[src/hw/rtl/midi_mono_cv_voice_macros.svh]
// Assertion macros shared by the voice RTL.
`ifndef MIDI_MONO_CV_VOICE_MACROS_SVH
`define MIDI_MONO_CV_VOICE_MACROS_SVH

// Check that the consequent holds in the same cycle as the antecedent
`define MCV_ASSERT_SAME(lbl, ante, cons, msg) \
    lbl: assert property (@(posedge clk) disable iff (!rst_n) (ante) |-> (cons)) \
        else $error(msg);

// Check that the consequent holds in the cycle after the antecedent
`define MCV_ASSERT_NEXT(lbl, ante, cons, msg) \
    lbl: assert property (@(posedge clk) disable iff (!rst_n) (ante) |=> (cons)) \
        else $error(msg);

`endif

[src/hw/rtl/mcv_pkg.sv]
// Types, codes and constants of the MIDI-to-CV voice.
package mcv_pkg;

    // USB MIDI code index values
    localparam logic [3:0] CIN_NOTE_OFF = 4'h8;
    localparam logic [3:0] CIN_NOTE_ON  = 4'h9;
    localparam logic [3:0] CIN_CTRL     = 4'hB;
    localparam logic [3:0] CIN_PRESSURE = 4'hD;
    localparam logic [3:0] CIN_BEND     = 4'hE;

    // Controller numbers
    localparam logic [6:0] CC_MOD_MSB    = 7'd1;
    localparam logic [6:0] CC_MOD_LSB    = 7'd33;
    localparam logic [6:0] CC_BREATH_MSB = 7'd2;
    localparam logic [6:0] CC_BREATH_LSB = 7'd34;
    localparam logic [6:0] CC_BEND_RANGE = 7'd3;
    localparam logic [6:0] CC_PORTA_MSB  = 7'd5;
    localparam logic [6:0] CC_PORTA_LSB  = 7'd37;
    localparam logic [6:0] CC_DAMPER     = 7'd64;
    localparam logic [6:0] CC_SOUND_OFF  = 7'd120;
    localparam logic [6:0] CC_NOTES_OFF  = 7'd123;
    localparam logic [6:0] CC_MONO       = 7'd126;
    localparam logic [6:0] CC_POLY       = 7'd127;

    // Configuration register indexes
    localparam logic CFG_CHANNEL = 1'b0;
    localparam logic CFG_RETRIG  = 1'b1;

    // Arithmetic constants
    localparam logic [15:0] GLIDE_SCALE    = 16'd55040;
    localparam logic [14:0] BEND_CENTER    = 15'h2000;
    localparam logic [15:0] LOW_KEEP       = 16'h01FF;
    localparam logic [15:0] HIGH_KEEP      = 16'hFE00;
    localparam logic [15:0] BEND_RANGE_RST = 16'd6144;
    localparam logic [15:0] COEF_RST       = 16'hFFFF;

    // One held note
    typedef struct packed {
        logic [6:0] note;
        logic [6:0] vel;
    } stk_entry_t;

    // Note stack commands
    typedef struct packed {
        logic push;
        logic remove;
    } stk_cmd_t;

    typedef enum logic [3:0] {
        ST_IDLE,
        ST_DECODE,
        ST_SEARCH,
        ST_REMOVE,
        ST_OFF_FIN,
        ST_PORTA_MUL,
        ST_PORTA_FIN,
        ST_BEND_MUL,
        ST_BEND_FIN,
        ST_GLIDE_P,
        ST_GLIDE_V,
        ST_GLIDE_VW,
        ST_EMIT
    } state_t;

endpackage

[src/hw/rtl/mcv_mul.sv]
// Shared signed multiplier with registered product.
module mcv_mul (
    input  logic               clk,
    input  logic signed [17:0] a,
    input  logic signed [16:0] b,
    output logic signed [34:0] p
);
    logic signed [34:0] p_reg;

    // Register the product
    always_ff @(posedge clk)
    begin
        p_reg <= 35'(a) * 35'(b);
    end

    assign p = p_reg;
endmodule

[src/hw/rtl/mcv_stack.sv]
// Last-note-priority note stack held in a shift line.
module mcv_stack #(
    parameter int STACK_DEPTH = 8,
    parameter int IDX_W       = 3
) (
    input  logic               clk,
    input  mcv_pkg::stk_cmd_t  cmd,
    input  logic [IDX_W-1:0]   idx,
    input  mcv_pkg::stk_entry_t wr_entry,
    output logic [6:0]         rd_note,
    output mcv_pkg::stk_entry_t top
);
    import mcv_pkg::*;

    stk_entry_t ent_reg [STACK_DEPTH];

    // Push at the top or close the gap at idx
    always_ff @(posedge clk)
    begin
        for (int i = 0; i < STACK_DEPTH; i++)
        begin
            if (cmd.push)
            begin
                if (i == 0)
                    ent_reg[i] <= wr_entry;
                else
                    ent_reg[i] <= ent_reg[i-1];
            end
            else if (cmd.remove && (i < STACK_DEPTH - 1) && (IDX_W'(i) >= idx))
            begin
                ent_reg[i] <= ent_reg[(i < STACK_DEPTH - 1) ? i + 1 : i];
            end
        end
    end

    assign rd_note = ent_reg[idx].note;
    assign top     = ent_reg[0];
endmodule

[src/hw/rtl/midi_mono_cv_voice.sv]
// Monophonic MIDI-to-CV voice: sequencer, state and output register.
//
// Usage: slave stream carries one request per beat, s_tuser = 1 for a control
// tick and 0 for a MIDI message. Messages on the configured channel update the
// note stack and controllers and give no result; each tick advances the
// pitch and velocity glide and gives one result beat on the master stream.
// The block takes one request at a time (s_tready low while busy).
// Note-off searches the note stack one entry a cycle. All products go through
// one shared multiplier with a registered output.
// A finished tick result waits in the output register until m_tready; a later
// tick holds in the emit step meanwhile, so no result is lost.
// Reset clears all control and voice state: no notes held, bend range one
// octave, glide coefficient full scale, controllers zero. Configuration must
// be written through cfg_we/cfg_addr/cfg_data while the block is idle; the
// block itself does not enforce this.
module midi_mono_cv_voice #(
    parameter int STACK_DEPTH     = 8,
    parameter int RETRIGGER_TICKS = 2
) (
    input  logic        clk,
    input  logic        rst_n,
    input  logic        s_tvalid,
    output logic        s_tready,
    input  logic [23:0] s_tdata,   // code_index, message_channel, data_byte_one, data_byte_two
    input  logic        s_tuser,   // action
    output logic        m_tvalid,
    input  logic        m_tready,
    output logic [95:0] m_tdata,   // pitch_cv, velocity_cv, last_velocity_cv, modwheel_cv,
                                   // breath_cv, aftertouch_cv
    input  logic        cfg_we,
    input  logic        cfg_addr,
    input  logic [3:0]  cfg_data
);
    import mcv_pkg::*;

    localparam int CNT_W = $clog2(STACK_DEPTH + 1);
    localparam int IDX_W = (STACK_DEPTH > 1) ? $clog2(STACK_DEPTH) : 1;
    localparam logic [CNT_W-1:0] DEPTH_C     = CNT_W'(STACK_DEPTH);
    localparam logic [1:0]       RETRIG_LOAD = 2'(RETRIGGER_TICKS);

    state_t state_reg, state_next;

    // Latched request
    logic       act_reg;
    logic [3:0] code_reg;
    logic [3:0] chan_reg;
    logic [6:0] b1_reg;
    logic [6:0] b2_reg;

    // Configuration
    logic [3:0] midi_chan_reg;
    logic       retrig_en_reg;

    // Voice state
    logic [CNT_W-1:0] held_reg, held_next;
    logic [CNT_W-1:0] sidx_reg, sidx_next;
    logic [31:0] pt_reg, pt_next, pc_reg, pc_next;
    logic [31:0] vt_reg, vt_next, vc_reg, vc_next;
    logic [6:0]  lvel_reg, lvel_next;
    logic [15:0] brange_reg, brange_next;
    logic [16:0] boff_reg, boff_next;
    logic [15:0] coef_reg, coef_next;
    logic [15:0] porta_reg, porta_next;
    logic        damper_reg, damper_next;
    logic        poly_reg, poly_next;
    logic [1:0]  rleft_reg, rleft_next;
    logic [15:0] mod_reg, mod_next, breath_reg, breath_next, at_reg, at_next;

    // Output register
    logic        mvalid_reg, mvalid_next;
    logic [95:0] mdata_reg, mdata_next;

    // Shared multiplier and stack
    logic signed [17:0] mul_a;
    logic signed [16:0] mul_b;
    logic signed [34:0] mul_p;
    stk_cmd_t   stk_cmd;
    stk_entry_t stk_wr, stk_top;
    logic [6:0] stk_rd_note;

    mcv_mul u_mul (
        .clk (clk),
        .a   (mul_a),
        .b   (mul_b),
        .p   (mul_p)
    );

    mcv_stack #(
        .STACK_DEPTH (STACK_DEPTH),
        .IDX_W       (IDX_W)
    ) u_stack (
        .clk      (clk),
        .cmd      (stk_cmd),
        .idx      (sidx_reg[IDX_W-1:0]),
        .wr_entry (stk_wr),
        .rd_note  (stk_rd_note),
        .top      (stk_top)
    );

    // Datapath helpers
    logic signed [32:0] gdiff;
    logic signed [16:0] gstep;
    logic [31:0]        gcur, ggoal;
    logic [27:0]        exp_sh;
    logic [16:0]        exp_sum;
    logic [15:0]        exp_arg;
    logic signed [21:0] bq;
    logic signed [16:0] pq, vq;
    logic signed [17:0] psum;
    logic [CNT_W-1:0]   held_inc;

    always_comb
    begin
        // Glide step: (goal - cur) / 65536 truncated towards zero
        gcur  = (state_reg == ST_GLIDE_P) ? pc_reg : vc_reg;
        ggoal = (state_reg == ST_GLIDE_P) ? pt_reg : vt_reg;
        gdiff = $signed({ggoal[31], ggoal}) - $signed({gcur[31], gcur});
        gstep = 17'(gdiff >>> 16) + 17'((gdiff[32] && (gdiff[15:0] != 16'd0)) ? 1 : 0);
        // Fast exp2 of the portamento argument
        exp_arg = ~mul_p[31:16];
        exp_sh  = 28'({exp_arg[11:0], 12'd0} >> 12) << exp_arg[15:12];
        exp_sum = 17'(17'd1 << exp_arg[15:12]) + {1'b0, exp_sh[27:12]};
        // Bend product / 8192 truncated towards zero
        bq = 22'(mul_p >>> 13) + 22'((mul_p[34] && (mul_p[12:0] != 13'd0)) ? 1 : 0);
        // Outputs: current / 32768 truncated towards zero
        pq = 17'($signed(pc_reg) >>> 15)
           + 17'((pc_reg[31] && (pc_reg[14:0] != 15'd0)) ? 1 : 0);
        vq = 17'($signed(vc_reg) >>> 15)
           + 17'((vc_reg[31] && (vc_reg[14:0] != 15'd0)) ? 1 : 0);
        psum = 18'(pq) + 18'($signed(boff_reg));
        held_inc = (held_reg < DEPTH_C) ? held_reg + CNT_W'(1) : held_reg;
    end

    // Sequencer and state update
    always_comb
    begin
        state_next  = state_reg;
        held_next   = held_reg;
        sidx_next   = sidx_reg;
        pt_next     = pt_reg;
        pc_next     = pc_reg;
        vt_next     = vt_reg;
        vc_next     = vc_reg;
        lvel_next   = lvel_reg;
        brange_next = brange_reg;
        boff_next   = boff_reg;
        coef_next   = coef_reg;
        porta_next  = porta_reg;
        damper_next = damper_reg;
        poly_next   = poly_reg;
        rleft_next  = rleft_reg;
        mod_next    = mod_reg;
        breath_next = breath_reg;
        at_next     = at_reg;
        mvalid_next = mvalid_reg && !m_tready;
        mdata_next  = mdata_reg;
        stk_cmd     = '0;
        stk_wr      = '{note: b1_reg, vel: b2_reg};
        mul_a       = '0;
        mul_b       = '0;
        s_tready    = 1'b0;

        case (state_reg)
            ST_IDLE:
            begin
                s_tready = 1'b1;
                if (s_tvalid)
                    state_next = ST_DECODE;
            end

            ST_DECODE:
            begin
                state_next = ST_IDLE;
                if (act_reg)
                    state_next = ST_GLIDE_P;
                else if (chan_reg == midi_chan_reg)
                begin
                    case (code_reg)
                        CIN_NOTE_OFF:
                        begin
                            sidx_next  = '0;
                            state_next = ST_SEARCH;
                        end
                        CIN_NOTE_ON:
                        begin
                            stk_cmd.push = 1'b1;
                            held_next = held_inc;
                            pt_next   = {1'b0, b1_reg, 24'd0};
                            vt_next   = {1'b0, b2_reg, 24'd0};
                            lvel_next = b2_reg;
                            if (!damper_reg)
                            begin
                                if (held_inc == CNT_W'(1))
                                begin
                                    pc_next = {1'b0, b1_reg, 24'd0};
                                    vc_next = {1'b0, b2_reg, 24'd0};
                                end
                                else if (retrig_en_reg && poly_reg)
                                begin
                                    pc_next    = {1'b0, b1_reg, 24'd0};
                                    vc_next    = {1'b0, b2_reg, 24'd0};
                                    rleft_next = RETRIG_LOAD;
                                end
                            end
                        end
                        CIN_CTRL:
                        begin
                            case (b1_reg)
                                CC_MOD_MSB:    mod_next = (mod_reg & LOW_KEEP) | {b2_reg, 9'd0};
                                CC_MOD_LSB:    mod_next = (mod_reg & HIGH_KEEP)
                                                        | {7'd0, b2_reg, 2'd0};
                                CC_BREATH_MSB: breath_next = (breath_reg & LOW_KEEP)
                                                           | {b2_reg, 9'd0};
                                CC_BREATH_LSB: breath_next = (breath_reg & HIGH_KEEP)
                                                           | {7'd0, b2_reg, 2'd0};
                                CC_BEND_RANGE: brange_next = {1'b0, b2_reg[6:1], 9'd0};
                                CC_PORTA_MSB:
                                begin
                                    porta_next = (porta_reg & LOW_KEEP) | {b2_reg, 9'd0};
                                    state_next = ST_PORTA_MUL;
                                end
                                CC_PORTA_LSB:
                                begin
                                    porta_next = (porta_reg & HIGH_KEEP)
                                               | {7'd0, b2_reg, 2'd0};
                                    state_next = ST_PORTA_MUL;
                                end
                                CC_DAMPER:
                                begin
                                    damper_next = (b2_reg != 7'd0);
                                    if ((b2_reg == 7'd0) && (held_reg == '0))
                                    begin
                                        lvel_next = '0;
                                        vt_next   = '0;
                                        vc_next   = '0;
                                    end
                                end
                                CC_SOUND_OFF, CC_NOTES_OFF:
                                begin
                                    damper_next = 1'b0;
                                    held_next   = '0;
                                    lvel_next   = '0;
                                    vt_next     = '0;
                                    vc_next     = '0;
                                end
                                CC_MONO: if (retrig_en_reg) poly_next = 1'b0;
                                CC_POLY: if (retrig_en_reg) poly_next = 1'b1;
                                default: ;
                            endcase
                        end
                        CIN_PRESSURE: at_next = {b1_reg, 9'd0};
                        CIN_BEND:     state_next = ST_BEND_MUL;
                        default: ;
                    endcase
                end
            end

            // Walk the stack one entry a cycle
            ST_SEARCH:
            begin
                if (sidx_reg >= held_reg)
                    state_next = ST_IDLE;
                else if (stk_rd_note == b1_reg)
                    state_next = ST_REMOVE;
                else
                    sidx_next = sidx_reg + CNT_W'(1);
            end

            ST_REMOVE:
            begin
                stk_cmd.remove = 1'b1;
                held_next  = held_reg - CNT_W'(1);
                state_next = ST_OFF_FIN;
            end

            ST_OFF_FIN:
            begin
                state_next = ST_IDLE;
                if (held_reg != '0)
                begin
                    pt_next = {1'b0, stk_top.note, 24'd0};
                    vt_next = {1'b0, stk_top.vel, 24'd0};
                    if (!damper_reg && retrig_en_reg && poly_reg)
                    begin
                        pc_next    = {1'b0, stk_top.note, 24'd0};
                        vc_next    = {1'b0, stk_top.vel, 24'd0};
                        rleft_next = RETRIG_LOAD;
                    end
                end
                else if (!damper_reg)
                begin
                    lvel_next = '0;
                    vt_next   = '0;
                    vc_next   = '0;
                end
            end

            ST_PORTA_MUL:
            begin
                mul_a      = $signed({2'b00, GLIDE_SCALE});
                mul_b      = $signed({1'b0, porta_reg});
                state_next = ST_PORTA_FIN;
            end

            ST_PORTA_FIN:
            begin
                coef_next  = exp_sum[15:0];
                state_next = ST_IDLE;
            end

            ST_BEND_MUL:
            begin
                mul_a      = $signed({2'b00, brange_reg});
                mul_b      = 17'($signed({1'b0, b2_reg, b1_reg} - BEND_CENTER));
                state_next = ST_BEND_FIN;
            end

            ST_BEND_FIN:
            begin
                boff_next  = bq[16:0];
                state_next = ST_IDLE;
            end

            // Glide pitch, then velocity, through the shared multiplier
            ST_GLIDE_P:
            begin
                mul_a      = 18'(gstep);
                mul_b      = $signed({1'b0, coef_reg});
                state_next = ST_GLIDE_V;
            end

            ST_GLIDE_V:
            begin
                pc_next    = pc_reg + mul_p[31:0];
                mul_a      = 18'(gstep);
                mul_b      = $signed({1'b0, coef_reg});
                state_next = ST_GLIDE_VW;
            end

            ST_GLIDE_VW:
            begin
                vc_next    = vc_reg + mul_p[31:0];
                state_next = ST_EMIT;
            end

            // Hold until the output register is free
            ST_EMIT:
            begin
                if (!mvalid_reg || m_tready)
                begin
                    mvalid_next = 1'b1;
                    if (psum < 0)
                        mdata_next[15:0] = '0;
                    else if (psum > 18'sd65535)
                        mdata_next[15:0] = 16'hFFFF;
                    else
                        mdata_next[15:0] = psum[15:0];
                    if (rleft_reg != 2'd0)
                    begin
                        rleft_next        = rleft_reg - 2'd1;
                        mdata_next[47:16] = '0;
                    end
                    else
                    begin
                        mdata_next[31:16] = vq[15:0];
                        mdata_next[47:32] = {lvel_reg, 9'd0};
                    end
                    mdata_next[63:48] = mod_reg;
                    mdata_next[79:64] = breath_reg;
                    mdata_next[95:80] = at_reg;
                    state_next = ST_IDLE;
                end
            end

            default: state_next = ST_IDLE;
        endcase
    end

    // State register and control state
    always_ff @(posedge clk or negedge rst_n)
    begin
        if (!rst_n)
        begin
            state_reg     <= ST_IDLE;
            midi_chan_reg <= '0;
            retrig_en_reg <= 1'b0;
            held_reg      <= '0;
            sidx_reg      <= '0;
            pt_reg        <= '0;
            pc_reg        <= '0;
            vt_reg        <= '0;
            vc_reg        <= '0;
            lvel_reg      <= '0;
            brange_reg    <= BEND_RANGE_RST;
            boff_reg      <= '0;
            coef_reg      <= COEF_RST;
            porta_reg     <= '0;
            damper_reg    <= 1'b0;
            poly_reg      <= 1'b0;
            rleft_reg     <= '0;
            mod_reg       <= '0;
            breath_reg    <= '0;
            at_reg        <= '0;
            mvalid_reg    <= 1'b0;
        end
        else
        begin
            state_reg  <= state_next;
            held_reg   <= held_next;
            sidx_reg   <= sidx_next;
            pt_reg     <= pt_next;
            pc_reg     <= pc_next;
            vt_reg     <= vt_next;
            vc_reg     <= vc_next;
            lvel_reg   <= lvel_next;
            brange_reg <= brange_next;
            boff_reg   <= boff_next;
            coef_reg   <= coef_next;
            porta_reg  <= porta_next;
            damper_reg <= damper_next;
            poly_reg   <= poly_next;
            rleft_reg  <= rleft_next;
            mod_reg    <= mod_next;
            breath_reg <= breath_next;
            at_reg     <= at_next;
            mvalid_reg <= mvalid_next;
            if (cfg_we)
            begin
                if (cfg_addr == CFG_CHANNEL)
                    midi_chan_reg <= cfg_data;
                else if (cfg_addr == CFG_RETRIG)
                    retrig_en_reg <= cfg_data[0];
            end
        end
    end

    // Latch the request and the result payload
    always_ff @(posedge clk)
    begin
        if (s_tvalid && s_tready)
        begin
            act_reg  <= s_tuser;
            code_reg <= s_tdata[3:0];
            chan_reg <= s_tdata[7:4];
            b1_reg   <= s_tdata[14:8];
            b2_reg   <= s_tdata[21:15];
        end
        mdata_reg <= mdata_next;
    end

    assign m_tvalid = mvalid_reg;
    assign m_tdata  = mdata_reg;

    `include "midi_mono_cv_voice_macros.svh"

    `MCV_ASSERT_SAME(a_held_bound, 1'b1, held_reg <= DEPTH_C, "held count beyond stack depth")
    `MCV_ASSERT_SAME(a_coef_nonzero, 1'b1, coef_reg != 16'd0, "glide coefficient is zero")
    `MCV_ASSERT_SAME(a_pitch_sign, 1'b1, !pc_reg[31], "current pitch went negative")
    `MCV_ASSERT_NEXT(a_note_on_held,
        (state_reg == ST_DECODE) && !act_reg && (chan_reg == midi_chan_reg)
        && (code_reg == CIN_NOTE_ON),
        held_reg != '0, "note-on left the stack empty")
endmodule
[config.mk]
export PLATFORM = sky130hd
export DESIGN_NAME = midi_mono_cv_voice
export DESIGN_NICKNAME = d
export VERILOG_FILES = /design/src/hw/rtl/mcv_pkg.sv /design/src/hw/rtl/mcv_mul.sv /design/src/hw/rtl/mcv_stack.sv /design/src/hw/rtl/midi_mono_cv_voice.sv
export VERILOG_INCLUDE_DIRS = /design/src /design/src/hw/rtl
export SDC_FILE = /design/constraint.sdc
export NUM_CORES = 2
export LEC_CHECK = 0
export BUFFER_PORTS_ARGS = -buffer_cell sky130_fd_sc_hd__clkbuf_2
export CORE_MARGIN = 1.5
export CORE_UTILIZATION = 37
export CTS_CLUSTER_DIAMETER = 50
export CTS_CLUSTER_SIZE = 25
export DETAILED_ROUTE_END_ITERATION = 7
export HOLD_SLACK_MARGIN = 0.02
export PLACE_DENSITY = 0.53
export SLEW_MARGIN = 40
export SYNTH_ARGS = -nofsm -noshare
export SYNTH_HDL_FRONTEND = slang
export SYNTH_SLANG_ARGS = --single-unit
[constraint.sdc]
create_clock -name clk -period 16.4 [get_ports clk]
set_input_delay 3.28 -clock clk [delete_from_list [all_inputs] [get_ports clk]]
set_output_delay 3.28 -clock clk [all_outputs]
set_load 0.02 [all_outputs]
==> reports/results.md <==
Global route
* via count of the first global-routing pass: 26.6k
* pin count of the biggest net entering global routing: 75
* leftover overflow at the end of global routing: 0
* number of antenna violations at the first check in global routing: 5
* global-route wire length before repair: 156000 um
* total routing resource utilization after global routing: 0.204

Die
* FP Rows: 113
* area of the die: 98200 um2
* Vert. Die Dim: 313 um
* count of pins on the block boundary: 133
* initial core utilization: 0.374
* Die X-Extent: 313 um
* core area: 95300 um2

Run
* max-cap violation count: 0

STA
* Relative slew margins: 0.447
* count of final setup violators: 0
* post-route clock period utilization: 0.761
* highest clock frequency the design can meet: 80.1 MHz
* transition time at the pin with the least slew margin: 827 ps
* shortest period the worst path allows: 12480 ps
* RSZ-0062 raised after global routing: no
* Worst Hold Margin: 429 ps
* Post-Route Skew: 71.5 ps
* count of final hold-check violations: 0
* Max Slew Vio Count: 0
* accumulated negative setup slack: 0 ps

Power
* Max rail drop VDD: 92.9 uV
* Power Dens Cells: 144 nW/um2
* Internal: 3180 uW
* power share of the sequential group: 0.274
* combinational fraction of design power: 0.487
* proportion of power drawn by the clock network: 0.240
* total leakage power: 0.0180 uW
* switching share of power: 0.447
* total net switching power: 2570 uW

Drt
* via count: 26.2k
* topmost layer with routed signal wires: met4
* Via density: 5.20
* WL met1: 45800 um
* Met2 Wirelength: 46400 um
* average wire per standard cell: 19.6 um
* post-route ant nets: 0
* 1st-iter DRT viols: 1692
* First-pass DRT Iterations: 5
* # DRC: 0
* met3 wire length: 5070 um
* total length of routed wires: 99000 um

Critical path
* crit path launch type: register
* cell occurring most often along the worst timing path: sky130_fd_sc_hd__fa_1
* internal reg-to-reg setup slack: 3920 ps
* Worst path slowest cell: sky130_fd_sc_hd__dfrtp_1
* r2r endpoint: u_mul.p[31]
* Worst Reg2Reg Path Length in Cells: 39
* Worst R2R Start: state_reg[0]
* Crit Path Max Fanout: 23
* crit-path max cell delay: 710 ps
* Arrival @ worst endpoint: 13070 ps
* Worst Setup Path Type: reg -> reg
* required time at the worst-slack endpoint: 16990 ps
* kind of end point of the critical path: register

Yosys
* YS warnings: 0
* cells taking the most area after synthesis: sky130_fd_sc_hd__edfxtp_1 (18%), sky130_fd_sc_hd__fa_1 (17%), sky130_fd_sc_hd__dfrtp_1 (12%), sky130_fd_sc_hd__ha_1 (7.2%), sky130_fd_sc_hd__mux2_2 (4.7%)
* per-instance average area after synthesis: 9.80 um2
* dominant synthesized flop cell: sky130_fd_sc_hd__edfxtp_1
* Post-synth EDFFs: 209
* top cell type's share of synthesized area: 0.176
* library cell with the largest summed area after synthesis: sky130_fd_sc_hd__edfxtp_1
* number of register bits inferred by synthesis: 437
* synthesized area: 35700 um2
* share of flip-flops with an asynchronous set or reset: 0.446
* share of the yosys chip area belonging to registers: 0.332
* number of distinct library cell variants in the gate-level netlist after synthesis: 87
* cell count after synthesis: 3637

Layout
* final instance area: 39900 um2
* total of fill cells in the finished design: 9378
* number of nets in the finished design: 4272
* layout cells sized above 1: 0.138
* number of flip-flops under the largest register name: 112
* Layout area overhead: 12.0%

CTS
* CTS clk-pin slew, worst paths: 70 ps
* cts bufs inserted: 60
* Post-CTS Setup Bufs: 0
* htree depth: 2
* Clock Latency Late Sink: 680 ps
* clock tree root buffer cell: sky130_fd_sc_hd__clkbuf_16
* post-CTS resize count: 0
* Max Buffers Root-to-Sink: 3
* clock tree from TritonCTS: built
* number of clock sinks seen by CTS: 437
* hold-fix buffer count after cts: 0

Worst hold path
* number of instances on the worst hold path: 0
* end point of the most critical hold path: m_tdata[90]
* Worst Hold Class: reg -> reg
* worst min-delay path startpoint: at_reg[10]

Status
* outcome: completed

Placed design
* placed wire-length estimate: 75700 um
* last weighted congestion value of the routability-driven placer: 0.897
* # port buffers: 108
* total cell area at the placement stage: 37800 um2

==> cell usage after synthesis, types with 15 or more instances <==
| cell | instances |
|---|---|
| sky130_fd_sc_hd__inv_1 | 421 |
| sky130_fd_sc_hd__nand2_1 | 378 |
| sky130_fd_sc_hd__nor2_1 | 343 |
| sky130_fd_sc_hd__fa_1 | 305 |
| sky130_fd_sc_hd__edfxtp_1 | 209 |
| sky130_fd_sc_hd__ha_1 | 205 |
| sky130_fd_sc_hd__dfrtp_1 | 177 |
| sky130_fd_sc_hd__a21oi_1 | 173 |
| sky130_fd_sc_hd__o21ai_0 | 170 |
| sky130_fd_sc_hd__mux2_2 | 148 |
| sky130_fd_sc_hd__clkbuf_1 | 123 |
| sky130_fd_sc_hd__xnor2_1 | 114 |
| sky130_fd_sc_hd__nand3_1 | 82 |
| sky130_fd_sc_hd__xor2_1 | 67 |
| sky130_fd_sc_hd__a21o_1 | 63 |
| sky130_fd_sc_hd__nor3_1 | 60 |
| sky130_fd_sc_hd__mux2i_1 | 43 |
| sky130_fd_sc_hd__nand2b_1 | 41 |
| sky130_fd_sc_hd__and2_1 | 38 |
| sky130_fd_sc_hd__dfxtp_1 | 33 |
| sky130_fd_sc_hd__and3_1 | 25 |
| sky130_fd_sc_hd__buf_4 | 24 |
| sky130_fd_sc_hd__nor4_1 | 24 |
| sky130_fd_sc_hd__nor2b_1 | 23 |
| sky130_fd_sc_hd__nand4_1 | 22 |
| sky130_fd_sc_hd__or2_2 | 22 |
| sky130_fd_sc_hd__dfstp_2 | 18 |
| sky130_fd_sc_hd__o21a_1 | 17 |
| sky130_fd_sc_hd__a221oi_1 | 16 |
| sky130_fd_sc_hd__a22oi_1 | 15 |
| sky130_fd_sc_hd__or3_1 | 15 |
==> area by class of cell <==
cell class	instances	area, um2	share of cell area
diodes	2	5.00	0.000125
inverters	424	1590	0.0399
clock buffers	63	1520	0.0381
clock inverters	50	627	0.0157
well taps	1265	1580	0.0397
flip-flops and latches	437	11800	0.297
multi-input cells	2632	21700	0.544
repair buffers	172	1040	0.0261
==> placed cells by master, fill, tap and decap left out, drive strengths merged, types with 43 or more instances in the layout <==
| cell type | instances |
|---|---|
| edfxtp | 209 |
| a21oi | 173 |
| dfrtp | 177 |
| ha | 205 |
| inv | 447 |
| nand2 | 378 |
| xnor2 | 114 |
| nor2 | 343 |
| clkbuf | 171 |
| xor2 | 67 |
| a21o | 63 |
| mux2 | 148 |
| nor3 | 60 |
| buf | 64 |
| nand3 | 82 |
| mux2i | 43 |
| fa | 305 |
| o21ai | 174 |
==> metal layers <==
layer / vias up / GRT usage
li1: 12477 / -
met1: 13055 / 0.289
met2: 593 / 0.335
met3: 101 / 0.0273
met4: 0 / 0.0428
met5: - / 0
==> critical path, delay by kind of cell (launching register included) <==
family | cells | cell delay, ps
muxes | 1 | 250
xor gates and xnor gates | 1 | 150
DFF | 1 | 710
buffers and inverters | 6 | 670
adders and majority gates | 10 | 4060
AOI/OAI and AO/OA | 8 | 2190
and+or+nand+nor | 13 | 4360
==> power groups by stage <==
stage	combinational (uW)	clock (uW)	sequential [uW]
3_3_place_gp	2770	0	1590
3_5_place_dp	2780	0	1590
6_report	2800	1380	1570
4_1_cts	2810	1410	1570
5_1_grt	3140	1450	1600
2_1_floorplan	2030	0	1500
==> cell families after synthesis <==
logic type      after synthesis  share of synthesized area
compound gates              599                      0.105
buf+inv                     589                     0.0647
mux                         205                     0.0677
flops                       437                      0.332
simple gates               1114                      0.143
fa+ha+maj                   511                      0.243
xor+xnor                    181                     0.0445
other cells                   1                   0.000105
==> through the flow <==
stage / utilization / power, uW / instances / setup slack, ps
2_1_floorplan: - / 3520 / 3658 / 6070
3_3_place_gp: 0.395 / 4360 / 4930 / 3910
3_5_place_dp: 0.396 / 4370 / 4930 / 3980
4_1_cts: 0.419 / 5790 / 5043 / 3940
5_1_grt: 0.419 / 6190 / 5043 / 3150
6_report: 0.419 / 5750 / 5045 / 3920
==> worst max path at each step <==
| stage | startpoint | endpoint | slack (ps) | cells after the start |
|---|---|---|---|---|
| 2_1_floorplan | state_reg[2] | u_mul.p[30] | 6070 | 44 |
| 3_3_place_gp | vc_reg[14] | u_mul.p[31] | 3910 | 37 |
| 3_5_place_dp | state_reg[0] | u_mul.p[31] | 3980 | 39 |
| 4_1_cts | state_reg[0] | u_mul.p[31] | 3940 | 39 |
| 5_1_grt | state_reg[0] | u_mul.p[31] | 3150 | 39 |
| 6_report | state_reg[0] | u_mul.p[31] | 3920 | 39 |
(Power assumes the default switching activity.)
